File: src/rtl/core/bol_pkg.sv
// ----------------------------------------------------------------------------
// bol_pkg: shared types and constants of the bounded ordered list
// Command codes, status codes and the per-command control group that the
// top level hands to every cell of the chain.
// ----------------------------------------------------------------------------
package bol_pkg;

    localparam int VAL_W    = 32;
    localparam int CMD_W    = 4;
    localparam int POS_W    = 5;
    localparam int FIDX_W   = 4;
    localparam int CNT_W    = 5;
    localparam int STAT_W   = 2;
    localparam int S_DATA_W = 48;
    localparam int M_DATA_W = 48;

    typedef enum logic [CMD_W-1:0] {
        CMD_INS_BACK  = 4'd0,
        CMD_INS_FRONT = 4'd1,
        CMD_INS_AT    = 4'd2,
        CMD_REM_BACK  = 4'd3,
        CMD_REM_FRONT = 4'd4,
        CMD_REM_AT    = 4'd5,
        CMD_MEMBER    = 4'd6,
        CMD_READ      = 4'd7,
        CMD_FIND      = 4'd8,
        CMD_LENGTH    = 4'd9,
        CMD_CLEAR     = 4'd10
    } cmd_t;

    typedef enum logic [STAT_W-1:0] {
        ST_OK    = 2'd0,
        ST_FULL  = 2'd1,
        ST_RANGE = 2'd2
    } status_t;

    // Control group broadcast to all cells for one transaction
    typedef struct packed {
        logic load;      // transaction accepted this cycle
        logic ins;       // shift up and insert at idx
        logic rem;       // shift down from idx
        logic match_en;  // compare stored values against the search value
        logic rd_en;     // tap the value at idx
    } cell_ctrl_t;

endpackage

File: src/rtl/core/bol_cell.sv
// ----------------------------------------------------------------------------
// bol_cell: one slot of the ordered list chain
// Holds one value, takes its left or right neighbor on insert or remove,
// and registers its own search hit and read tap for the result stage.
// ----------------------------------------------------------------------------
module bol_cell #(
    parameter int IDX = 0,
    parameter int IW  = 4,
    parameter int FW  = 5
) (
    input  logic                         aclk,
    input  bol_pkg::cell_ctrl_t          ctrl,
    input  logic [IW-1:0]                idx,
    input  logic [FW-1:0]                fill,
    input  logic [bol_pkg::VAL_W-1:0]    value,
    input  logic [bol_pkg::VAL_W-1:0]    left_val,
    input  logic [bol_pkg::VAL_W-1:0]    right_val,
    output logic [bol_pkg::VAL_W-1:0]    slot_val,
    output logic                         match,
    output logic [bol_pkg::VAL_W-1:0]    tap
);

    logic [bol_pkg::VAL_W-1:0] slot_reg, slot_next;
    logic                      match_reg, match_next;
    logic [bol_pkg::VAL_W-1:0] tap_reg, tap_next;
    logic                      here, above, occupied;

    assign here     = (idx == IW'(IDX));
    assign above    = (IW'(IDX) > idx);
    assign occupied = (FW'(IDX) < fill);

    // Select the new slot content: shift up, insert, shift down or hold
    always_comb begin
        slot_next = slot_reg;
        if (ctrl.ins && above) begin
            slot_next = left_val;
        end else if (ctrl.ins && here) begin
            slot_next = value;
        end else if (ctrl.rem && (above || here)) begin
            slot_next = right_val;
        end
    end

    // Hit and tap come from the contents before this transaction
    assign match_next = ctrl.match_en && occupied && (slot_reg == value);
    assign tap_next   = (ctrl.rd_en && here) ? slot_reg : '0;

    always_ff @(posedge aclk) begin
        if (ctrl.load) begin
            slot_reg  <= slot_next;
            match_reg <= match_next;
            tap_reg   <= tap_next;
        end
    end

    assign slot_val = slot_reg;
    assign match    = match_reg;
    assign tap      = tap_reg;

endmodule

File: src/rtl/core/bounded_ordered_list_core.sv
// ----------------------------------------------------------------------------
// bounded_ordered_list_core: ordered list of signed 32-bit values
// Chain of CAPACITY cells with insert, remove, read, search, length, clear.
// ----------------------------------------------------------------------------
// The block takes one command transaction per cycle while s_tready is high
// and returns exactly one result per command. In the accept cycle the fill
// count is checked, every cell shifts toward its neighbor as the command
// asks, and each cell registers its own search hit and read tap; when the
// staged transaction moves on, those per-cell flags are combined (OR of the
// taps, first-hit priority over the cells) into the
// output register. An output register and a result stage stand between the
// sides, so a stalled result side stops input only once both are full.
// Stored values are not cleared at reset; the fill count is.
module bounded_ordered_list_core #(
    parameter int CAPACITY = 16
) (
    input  logic                            aclk,
    input  logic                            aresetn,
    input  logic                            s_tvalid,
    output logic                            s_tready,
    // [3:0] cmd, [35:4] item_value, [40:36] position, [47:41] zero
    input  logic [bol_pkg::S_DATA_W-1:0]    s_tdata,
    output logic                            m_tvalid,
    input  logic                            m_tready,
    // [31:0] result_value, [32] found, [36:33] found_index, [41:37] count,
    // [43:42] status, [47:44] zero
    output logic [bol_pkg::M_DATA_W-1:0]    m_tdata
);

    localparam int FW = $clog2(CAPACITY + 1);
    localparam int IW = $clog2(CAPACITY);
    localparam int CW = (FW > bol_pkg::POS_W) ? FW : bol_pkg::POS_W;

    // Input fields
    logic [bol_pkg::CMD_W-1:0] in_cmd;
    logic [bol_pkg::VAL_W-1:0] in_value;
    logic [bol_pkg::POS_W-1:0] in_pos;
    assign in_cmd   = s_tdata[3:0];
    assign in_value = s_tdata[35:4];
    assign in_pos   = s_tdata[40:36];

    logic accept, move;
    logic [FW-1:0] fill_reg, fill_next;
    logic          stg_valid_reg;
    bol_pkg::status_t stg_status_reg, status_c;
    logic [FW-1:0] stg_fill_reg;
    logic          stg_find_reg, find_c;

    logic                     m_tvalid_reg;
    logic [bol_pkg::VAL_W-1:0] m_value_reg;
    logic                      m_found_reg;
    logic [bol_pkg::FIDX_W-1:0] m_fidx_reg;
    logic [bol_pkg::CNT_W-1:0] m_count_reg;
    bol_pkg::status_t          m_status_reg;

    bol_pkg::cell_ctrl_t ctrl;
    logic [IW-1:0]       idx_c;
    logic [CW-1:0]       pos_c, fill_c;
    logic                full;

    assign move     = stg_valid_reg && (!m_tvalid_reg || m_tready);
    assign s_tready = !stg_valid_reg || move;
    assign accept   = s_tvalid && s_tready;

    assign pos_c  = CW'(in_pos);
    assign fill_c = CW'(fill_reg);
    assign full   = (fill_reg == FW'(CAPACITY));

    // Decode the command against the current fill count
    always_comb begin
        ctrl      = '0;
        ctrl.load = accept;
        idx_c     = '0;
        fill_next = fill_reg;
        status_c  = bol_pkg::ST_OK;
        find_c    = 1'b0;
        case (bol_pkg::cmd_t'(in_cmd))
            bol_pkg::CMD_INS_BACK: begin
                if (full) begin
                    status_c = bol_pkg::ST_FULL;
                end else begin
                    ctrl.ins  = 1'b1;
                    idx_c     = IW'(fill_reg);
                    fill_next = fill_reg + 1'b1;
                end
            end
            bol_pkg::CMD_INS_FRONT: begin
                if (full) begin
                    status_c = bol_pkg::ST_FULL;
                end else begin
                    ctrl.ins  = 1'b1;
                    fill_next = fill_reg + 1'b1;
                end
            end
            bol_pkg::CMD_INS_AT: begin
                if (full) begin
                    status_c = bol_pkg::ST_FULL;
                end else if (pos_c > fill_c) begin
                    status_c = bol_pkg::ST_RANGE;
                end else begin
                    ctrl.ins  = 1'b1;
                    idx_c     = pos_c[IW-1:0];
                    fill_next = fill_reg + 1'b1;
                end
            end
            bol_pkg::CMD_REM_BACK: begin
                if (fill_reg == '0) begin
                    status_c = bol_pkg::ST_RANGE;
                end else begin
                    ctrl.rem   = 1'b1;
                    ctrl.rd_en = 1'b1;
                    idx_c      = IW'(fill_reg - 1'b1);
                    fill_next  = fill_reg - 1'b1;
                end
            end
            bol_pkg::CMD_REM_FRONT: begin
                if (fill_reg == '0) begin
                    status_c = bol_pkg::ST_RANGE;
                end else begin
                    ctrl.rem   = 1'b1;
                    ctrl.rd_en = 1'b1;
                    fill_next  = fill_reg - 1'b1;
                end
            end
            bol_pkg::CMD_REM_AT: begin
                if (pos_c >= fill_c) begin
                    status_c = bol_pkg::ST_RANGE;
                end else begin
                    ctrl.rem   = 1'b1;
                    ctrl.rd_en = 1'b1;
                    idx_c      = pos_c[IW-1:0];
                    fill_next  = fill_reg - 1'b1;
                end
            end
            bol_pkg::CMD_MEMBER: begin
                ctrl.match_en = 1'b1;
            end
            bol_pkg::CMD_READ: begin
                if (pos_c >= fill_c) begin
                    status_c = bol_pkg::ST_RANGE;
                end else begin
                    ctrl.rd_en = 1'b1;
                    idx_c      = pos_c[IW-1:0];
                end
            end
            bol_pkg::CMD_FIND: begin
                ctrl.match_en = 1'b1;
                find_c        = 1'b1;
            end
            bol_pkg::CMD_LENGTH: begin
                fill_next = fill_reg;
            end
            bol_pkg::CMD_CLEAR: begin
                fill_next = '0;
            end
            default: begin
                fill_next = fill_reg;
            end
        endcase
    end

    // Cell chain
    logic [bol_pkg::VAL_W-1:0] slot_q [CAPACITY];
    logic [bol_pkg::VAL_W-1:0] tap_q  [CAPACITY];
    logic [CAPACITY-1:0]       match_q;

    for (genvar i = 0; i < CAPACITY; i++) begin : g_cell
        logic [bol_pkg::VAL_W-1:0] left_val, right_val;
        if (i == 0) begin : g_first
            assign left_val = '0;
        end else begin : g_mid_l
            assign left_val = slot_q[i-1];
        end
        if (i == CAPACITY - 1) begin : g_last
            assign right_val = slot_q[i];
        end else begin : g_mid_r
            assign right_val = slot_q[i+1];
        end
        bol_cell #(
            .IDX (i),
            .IW  (IW),
            .FW  (FW)
        ) u_cell (
            .aclk      (aclk),
            .ctrl      (ctrl),
            .idx       (idx_c),
            .fill      (fill_reg),
            .value     (in_value),
            .left_val  (left_val),
            .right_val (right_val),
            .slot_val  (slot_q[i]),
            .match     (match_q[i]),
            .tap       (tap_q[i])
        );
    end

    // Combine the per-cell flags of the staged transaction
    logic [bol_pkg::VAL_W-1:0] tap_or;
    logic [IW-1:0]             first_hit;
    always_comb begin
        tap_or    = '0;
        first_hit = '0;
        for (int i = 0; i < CAPACITY; i++) begin
            tap_or = tap_or | tap_q[i];
        end
        for (int i = CAPACITY - 1; i >= 0; i--) begin
            if (match_q[i]) begin
                first_hit = IW'(i);
            end
        end
    end

    // Fill count and result stage control
    always_ff @(posedge aclk) begin
        if (!aresetn) begin
            fill_reg      <= '0;
            stg_valid_reg <= 1'b0;
            m_tvalid_reg  <= 1'b0;
        end else begin
            if (accept) begin
                fill_reg <= fill_next;
            end
            if (accept) begin
                stg_valid_reg <= 1'b1;
            end else if (move) begin
                stg_valid_reg <= 1'b0;
            end
            if (move) begin
                m_tvalid_reg <= 1'b1;
            end else if (m_tready) begin
                m_tvalid_reg <= 1'b0;
            end
        end
    end

    // Stage and output payload
    always_ff @(posedge aclk) begin
        if (accept) begin
            stg_status_reg <= status_c;
            stg_fill_reg   <= fill_next;
            stg_find_reg   <= find_c;
        end
        if (move) begin
            m_value_reg  <= tap_or;
            m_found_reg  <= |match_q;
            m_fidx_reg   <= (stg_find_reg && (|match_q)) ?
                            bol_pkg::FIDX_W'(first_hit) : '0;
            m_count_reg  <= bol_pkg::CNT_W'(stg_fill_reg);
            m_status_reg <= stg_status_reg;
        end
    end

    assign m_tvalid = m_tvalid_reg;
    assign m_tdata  = {4'b0, m_status_reg, m_count_reg, m_fidx_reg, m_found_reg, m_value_reg};

    // Fill count never passes the capacity
    a_fill_bound: assert property (@(posedge aclk) disable iff (!aresetn)
        fill_reg <= FW'(CAPACITY))
        else $error("fill count above capacity");

    // A refused insert leaves a full list full
    a_full_hold: assert property (@(posedge aclk) disable iff (!aresetn)
        accept && full && (in_cmd == bol_pkg::CMD_INS_BACK ||
            in_cmd == bol_pkg::CMD_INS_FRONT || in_cmd == bol_pkg::CMD_INS_AT)
        |=> fill_reg == FW'(CAPACITY))
        else $error("refused insert changed fill count");

    // A refused command taps no value for a staged transaction
    a_one_tap: assert property (@(posedge aclk) disable iff (!aresetn)
        stg_valid_reg && stg_status_reg != bol_pkg::ST_OK |-> tap_or == '0)
        else $error("refused command produced a value");

    // A found result always carries ok status
    a_found_ok: assert property (@(posedge aclk) disable iff (!aresetn)
        m_tvalid_reg && m_found_reg |-> m_status_reg == bol_pkg::ST_OK)
        else $error("found flag with error status");

endmodule
File: config.mk
export PLATFORM = sky130hd
export DESIGN_NAME = bounded_ordered_list_core
export DESIGN_NICKNAME = d
export VERILOG_FILES = /design/src/rtl/core/bol_pkg.sv /design/src/rtl/core/bol_cell.sv /design/src/rtl/core/bounded_ordered_list_core.sv
export SDC_FILE = /design/constraint.sdc
export NUM_CORES = 2
export LEC_CHECK = 0
export ABC_CLOCK_PERIOD_IN_PS = 11150
export BUFFER_PORTS_ARGS = -buffer_cell sky130_fd_sc_hd__buf_4
export CORE_ASPECT_RATIO = 0.5
export CORE_MARGIN = 1.5
export CORE_UTILIZATION = 45
export DETAILED_ROUTE_END_ITERATION = 10
export PLACE_DENSITY_LB_ADDON = 0.25
export SYNTH_ARGS = -nofsm -noshare
export SYNTH_HDL_FRONTEND = slang
export SYNTH_HIERARCHICAL = 1
export SYNTH_SLANG_ARGS = --single-unit
File: constraint.sdc
create_clock -name aclk -period 11.15 [get_ports aclk]
set_input_delay 0 -clock aclk [delete_from_list [all_inputs] [get_ports aclk]]
set_output_delay 0 -clock aclk [all_outputs]
set_load 0.01 [all_outputs]
Yosys cells after proc, flatten, opt, wreduce, memory -nomap -nowiden
Index checks and enable logic that the tools add are counted.
Widths: inputs -> output; s select.
{"block": "totals", "regBits": 1099, "latch_bits": 0, "ramBits": 0, "mem_bits_ro": 0, "input_bits": 52, "output_inout_bits": 50, "wordCells": 411, "mem_count": 0}
{"block": "classes", "add_sub_neg": 2, "multipliers": 0, "div": 0, "order_cmp": 34, "eq_ne": 41, "shifts": 0, "n_mux": 93, "n_bitwise": 16, "n_reduce_logical": 163}
{"cell": "$mux 32", "count": 46}
{"cell": "$eq 32x32->1", "count": 16}
{"cell": "$or 32x32->32", "count": 15}
{"cell": "$logic_and 1x1->1", "count": 98}
{"cell": "$mux 4", "count": 13}
{"cell": "$reduce_bool 3->1", "count": 15}
{"cell": "$eq 4x4->1 const B", "count": 10}
{"cell": "$lt 4x5->1 const A", "count": 8}
{"cell": "$eq 4x3->1 const B", "count": 8}
{"cell": "$gt 4x4->1 const A", "count": 8}
{"cell": "$reduce_and 2->1", "count": 16}
{"cell": "$mux 5", "count": 5}
{"cell": "$pmux 5 s5", "count": 1}
{"cell": "$lt 3x5->1 const A", "count": 4}
{"cell": "$logic_or 1x1->1", "count": 17}
{"cell": "$eq 4x2->1 const B", "count": 4}
{"cell": "$gt 3x4->1 const A", "count": 4}
{"cell": "$pmux 4 s4", "count": 1}
{"cell": "$reduce_or 16->1", "count": 1}
{"cell": "$mux 1", "count": 13}
{"cell": "$mux 2", "count": 6}
{"cell": "$mux 3", "count": 4}
{"cell": "$lt 1x5->1 const A", "count": 2}
{"cell": "$lt 2x5->1 const A", "count": 2}
{"cell": "19 further kinds", "count": 32}

Logic depth before layout (Yosys ltp)
{"block": "depth", "depth_word": 15, "depth_mapped": 14}

Hierarchy
Netlist, hierarchy kept.
{"module": "bol_cell at g_cell[2].u_cell ...", "instances": 2, "cells_per_inst": 257, "area_each_um2": 3243.1, "seq_area_each_um2": 1951.9}
{"module": "bounded_ordered_list_core", "instances": 1, "cells_per_inst": 413, "area_each_um2": 4015.1, "seq_area_each_um2": 1701.6}
{"module": "bol_cell at g_cell[9].u_cell", "instances": 1, "cells_per_inst": 259, "area_each_um2": 3318.2, "seq_area_each_um2": 1951.9}
{"module": "bol_cell at g_cell[7].u_cell", "instances": 1, "cells_per_inst": 257, "area_each_um2": 3306.9, "seq_area_each_um2": 1951.9}
{"module": "bol_cell at g_cell[11].u_cell", "instances": 1, "cells_per_inst": 261, "area_each_um2": 3289.4, "seq_area_each_um2": 1951.9}
{"module": "bol_cell at g_cell[10].u_cell", "instances": 1, "cells_per_inst": 265, "area_each_um2": 3280.6, "seq_area_each_um2": 1951.9}
{"module": "bol_cell at g_cell[4].u_cell", "instances": 1, "cells_per_inst": 259, "area_each_um2": 3270.6, "seq_area_each_um2": 1951.9}
{"module": "bol_cell at g_cell[1].u_cell", "instances": 1, "cells_per_inst": 257, "area_each_um2": 3258.1, "seq_area_each_um2": 1951.9}
{"module": "bol_cell at g_cell[3].u_cell", "instances": 1, "cells_per_inst": 257, "area_each_um2": 3240.6, "seq_area_each_um2": 1951.9}
{"module": "bol_cell at g_cell[8].u_cell", "instances": 1, "cells_per_inst": 295, "area_each_um2": 3226.8, "seq_area_each_um2": 1951.9}
{"module": "bol_cell at g_cell[15].u_cell", "instances": 1, "cells_per_inst": 254, "area_each_um2": 3204.3, "seq_area_each_um2": 1951.9}
{"module": "bol_cell at g_cell[14].u_cell", "instances": 1, "cells_per_inst": 264, "area_each_um2": 3180.6, "seq_area_each_um2": 1951.9}
{"module": "bol_cell at g_cell[12].u_cell", "instances": 1, "cells_per_inst": 227, "area_each_um2": 3149.3, "seq_area_each_um2": 1951.9}
{"module": "bol_cell at g_cell[13].u_cell", "instances": 1, "cells_per_inst": 230, "area_each_um2": 3116.7, "seq_area_each_um2": 1951.9}
{"module": "2 more rows"}

Least setup slack after synthesis
Ideal clock, no wire load.
{"block": "synth_path", "kind": "register to register", "startpoint": "register m_tvalid_reg, in the netlist m_tvalid", "endpoint": "register g_cell[5].u_cell.slot_reg, in the netlist g_cell[5].u_cell/slot_val[0], enable pin", "setup_time_ns": 0.502, "t_arrival_ns": 10.003, "path_slack_ns": 0.645, "path_stages_with_launch": 6, "n_path_buf": 0, "path_cell_list": "dfxtp_1 nor2b_1 nand2_1 nand2_1 inv_2 nor4bb_1"}
{"block": "synth_via", "elab_chain_cells": 6}
{"item": "from (decl)", "line": "bounded_ordered_list_core.sv:49", "text": "logic m_tvalid_reg;"}
{"item": "from (signal assigned)", "line": "bounded_ordered_list_core.sv:218", "text": "m_tvalid_reg <= 1'b0;"}
{"item": "from (signal assigned)", "line": "bounded_ordered_list_core.sv:229", "text": "m_tvalid_reg <= 1'b1;"}
{"item": "from (signal assigned)", "line": "bounded_ordered_list_core.sv:231", "text": "m_tvalid_reg <= 1'b0;"}
{"item": "$logic_not 1->1", "line": "bounded_ordered_list_core.sv:61", "text": "assign move = stg_valid_reg && (!m_tvalid_reg || m_tready);"}
{"item": "$logic_or 1x1->1", "line": "bounded_ordered_list_core.sv:61"}
{"item": "$logic_and 1x1->1", "line": "bounded_ordered_list_core.sv:61"}
{"item": "$logic_or 1x1->1", "line": "bounded_ordered_list_core.sv:62", "text": "assign s_tready = !stg_valid_reg || move;"}
{"item": "net s_tready", "line": "bounded_ordered_list_core.sv:20", "text": "output logic s_tready,"}
{"item": "$logic_and 1x1->1", "line": "bounded_ordered_list_core.sv:63", "text": "assign accept = s_tvalid && s_tready;"}
{"item": "net accept", "line": "bounded_ordered_list_core.sv:42", "text": "logic accept, move;"}
{"item": "$reduce_and 2->1 (no line)"}
{"item": "to (signal assigned)", "line": "bol_cell.sv:50", "text": "slot_reg <= slot_next;"}
{"item": "to (decl)", "line": "bol_cell.sv:23", "text": "logic [bol_pkg::VAL_W-1:0] slot_reg, slot_next;"}
The timed path passes the listed nets, and every way through them passes these cells.
A chain may end at the register's enable or synchronous reset.

Worst setup path in the final report
{"block": "layout_path", "startpoint": "register fill_reg[2], in the netlist fill_c[2]", "endpoint": "register g_cell[0].u_cell.slot_reg, in the netlist g_cell[0].u_cell/slot_val[31] (data pin)"}
{"block": "layout_via", "elab_chain_cells": 7, "elab_cells_between_ends": 20, "classes_between": "add/sub (1); order compare (3); eq/ne (1); mux (11); reduce/logical (4)"}
{"item": "from (decl)", "line": "bounded_ordered_list_core.sv:43", "text": "logic [FW-1:0] fill_reg, fill_next;"}
{"item": "from (signal assigned)", "line": "bounded_ordered_list_core.sv:221", "text": "fill_reg <= fill_next;"}
{"item": "$gt 5x5->1", "line": "bounded_ordered_list_core.sv:98", "text": "end else if (pos_c > fill_c) begin"}
{"item": "$mux 4", "line": "bounded_ordered_list_core.sv:98"}
{"item": "$mux 4", "line": "bounded_ordered_list_core.sv:96", "text": "if (full) begin"}
{"item": "$pmux 4 s4 (*)", "line": "bounded_ordered_list_core.sv:77", "text": "case (bol_pkg::cmd_t'(in_cmd))"}
{"item": "net idx_c[0]", "line": "bounded_ordered_list_core.sv:57", "text": "logic [IW-1:0] idx_c;"}
{"item": "parallel branches: the longest is 3 deep, another holds $gt 1x4->1"}
{"item": "to (signal assigned)", "line": "bol_cell.sv:50"}
{"item": "to (decl)", "line": "bol_cell.sv:23"}
Mark *: on every way through the listed nets, which the timed path passes.

==> reports/metrics.csv <==
stage,metric,value,unit
run_status,status,finished with violations,
run_status,violated checks,max-capacitance violations,
placement,Placement Setup Slack,5.85,ns
worst_setup_path,crit path to,g_cell[0].u_cell/slot_val[31],
detailed_routing,total number of vias,39600,
sta,Final period util,0.485,
placement,dpl cells,5965,
global_route,largest net degree at the start of global routing,173,
global_route,first-pass GRT wire length,275,mm
finish,"commonest non-fill, non-tap cell in the layout",edfxtp_1,
global_route,initial antenna violation count,6,
placement,I/O Buffers,90,
yosys,Post-synth ARST share,0,
sta,Relative slew margins,0.00295,
yosys,share of the synthesized area in the top cell type,0.591,
detailed_routing,Detailed Route Iter0 Violations,7075,
yosys,"Avg Cell Area, Syn",12.5,um^2
global_route,total track usage,0.309,
cts,TritonCTS buffer count,103,
cts,Root Driver,clkbuf_16,
finish,final core utilization,0.504,
die,chip height,251,um
yosys,Post-synth EDFFs,1092,
sta,max-slew violation count,0,
yosys,synthesized flop and latch total,1099,
detailed_routing,Final ANT Viol Nets,0,
finish,area delta synth->final,10.3,%
yosys,Main synth FF type,edfxtp_1,
cts,clock transition at the registers of the reported paths,0.06,ns
cts,"Clk Latency, worst-skew pair",0.74,ns
sta,Final Critical Period,5.41,ns
cts,count of cells resized by post-cts repair,0,
sta,Worst Tran Pin Value,1.48,ns
yosys,synth unique cells,115,
worst_setup_path,FF-to-FF End,g_cell[0].u_cell/slot_val[31],
pwr,Peak VDD IR,0.117,mV
die,io pins,102,
pwr,Pwr Density,152,nW/um^2
global_route,vias in the first global route,36000,
detailed_routing,total wire length,199,mm
run,max-cap viol count,1,
sta,worst setup margin,5.74,ns
detailed_routing,Remaining DRCs,0,
die,die area,126000,um^2
finish,"commonest cells after routing, fill and taps aside","edfxtp_1 (1,092), xor2_1 (472), nor2_1 (339)",
worst_setup_path,Reg2Reg Setup Slack,5.74,ns
global_route,grt ovf,0,
cts,CTS tree,done,
worst_setup_path,Required @ worst endpoint,11.62,ns
detailed_routing,met1 WL,81.4,mm
yosys,Post-Syn Area,55500,um^2
worst_setup_path,kind of end point of the critical path,register,
placement,dpl hpwl,136,mm
detailed_routing,Vias/cell,6.39,
worst_setup_path,CP startpoint kind,register,
die,chip width,500,um
sta,Final Skew,0.0491,ns
min_path,Hold WC Path Type,in -> reg,
sta,max frequency,185,MHz
sta,# setup viols final,0,
yosys,synth top area cells,"edfxtp_1 (59%), xor2_1 (7.4%), mux2i_1 (5.7%), and2_1 (3.3%), nor4_1 (2.7%)",
worst_setup_path,reg2reg start,fill_c[2],
cts,Clock Sinks,1099,
yosys,Syn. warnings,6,
worst_setup_path,r2r worst-path depth,14,
yosys,largest area contributor in the synthesized netlist,edfxtp_1,
detailed_routing,drt first pass iters,8,
yosys,sequential area share after synthesis,0.593,
die,Core Rows,90,
finish,Filler Cells Inserted,10600,
cts,CTS H-tree depth,3,
cts,# Post-CTS Setup Buffers,0,
cts,largest buffer count on any clock path,3,
worst_setup_path,"Arr. time, crit path",5.88,ns
sta,post-route setup TNS,0,ns
pwr,static leakage,23.4,nW
sta,"Hold Violations, Final",0,
detailed_routing,met2 WL,78.3,mm
worst_setup_path,worst setup path start,fill_c[2],
finish,fraction of layout cells with a size suffix above 1,0.103,
placement,final RePlAce weighted congestion,0.990,
finish,non-filler instance count after layout,6192,
die,Core Region,122000,um^2
yosys,Syn Inst Count,4427,
detailed_routing,Top Layer Used,met5,
sta,RSZ-0062 raised after global routing,no,
finish,# nets final,4563,
detailed_routing,Routed met3 length,35.0,mm
worst_setup_path,CP max FO,38,
worst_setup_path,Setup CP Type,reg -> reg,
detailed_routing,DR WL/cell,32.2,um
die,Initial Utilization,0.457,
==> cells in the mapped netlist, drive strengths merged (3+ instances only) <==
library cell,n
a211oi,5
a21boi,4
or4,3
o211a,6
a221o,3
and3,201
o21a,5
a21oi,311
mux2,33
clkbuf,108
and2,326
o211ai,4
o21ai,84
dfxtp,7
inv,117
a211o,3
edfxtp,1092
nor3b,13
nand4,57
and2b,3
nor2,344
xnor2,41
nor4,251
o2111ai,5
o22ai,34
a21o,6
a22oi,4
a31oi,34
o221ai,3
ha,9
xor2,472
nor4b,8
nor2b,7
nand3b,7
buf,129
nand3,36
nand2,170
mux2i,318
nand2b,7
nor3,28
a222oi,96
==> critical path: stages, from the launching register on <==
cell      delay, ns
dfxtp_1        0.31
buf_4          0.40
inv_1          0.21
ha_1           0.24
a21o_1         0.20
a21oi_4        0.26
a21oi_1        0.16
nand2b_1       0.37
o22ai_4        0.23
buf_4          0.49
buf_4          0.72
nor4_4         0.09
buf_4          0.30
nand2_4        0.63
mux2_2         0.41
==> worst min path at each step <==
stage | from | to | slack (ns) | cells past startpoint
4_1_cts | m_tready | fill_c[4] | 0.03 | 5
3_5_place_dp | s_tvalid | stg_valid_reg | 0.28 | 3
3_3_place_gp | s_tvalid | stg_valid_reg | 0.25 | 3
5_1_grt | m_tready | fill_c[4] | 0.12 | 5
6_report | m_tready | fill_c[4] | 0.07 | 5
2_1_floorplan | aresetn | m_tvalid | 0.12 | 1
==> kinds of logic after synthesis <==
kind of cell,Yosys count,share of synthesized area
and+or+nand+nor,1473,0.150
DFF,1099,0.593
AOI/OAI and AO/OA,627,0.0727
xor gates and xnor gates,513,0.0810
buffers and inverters,354,0.0352
muxes,351,0.0661
adders and majority gates,9,0.00203
other,1,0.0000675
==> power by group <==
part	switching [mW]	internal (mW)	leakage, nW
Clock	1.61	1.95	1.59
Sequential	0.112	4.72	10.5
Combinational	0.669	0.238	11.2
==> metrics by stage <==
| step | power (mW) | hold slack, ns | cell area, um^2 |
|---|---|---|---|
| floorplan | 5.34 | 0.118 | 55500 |
| global placement | 5.74 | 0.246 | 57500 |
| detailed placement | 5.75 | 0.275 | 57500 |
| CTS | 9.26 | 0.0312 | 61200 |
| global route | 9.51 | 0.115 | 61200 |
| finish | 9.30 | 0.0748 | 61200 |
==> layer usage <==
metal | track usage | vias up
li1 | - | 16700
met1 | 0.454 | 19900
met4 | 0.0645 | 10
met5 | 0.0133 | -
met2 | 0.405 | 2686
met3 | 0.147 | 213
==> area by class of cell <==
class                   count  area, um^2  share of cell area
inverters                 117         447             0.00729
clock inverters            61         616              0.0101
flip-flops and latches   1099       32900               0.538
repair buffers            204        1660              0.0271
clock buffers             123        2660              0.0435
multi-input cells        2977       20900               0.341
well taps                1610        2010              0.0329
diodes                      1        2.50           0.0000409
==> what timing repair did <==
item | in CTS | in global routing
endpoints found under the hold margin | 412 | 0
hold buffers | 42 | 0
endpoints found under the setup margin | 0 | 0
No activity file was read; power rests on OpenSTA's default activity.
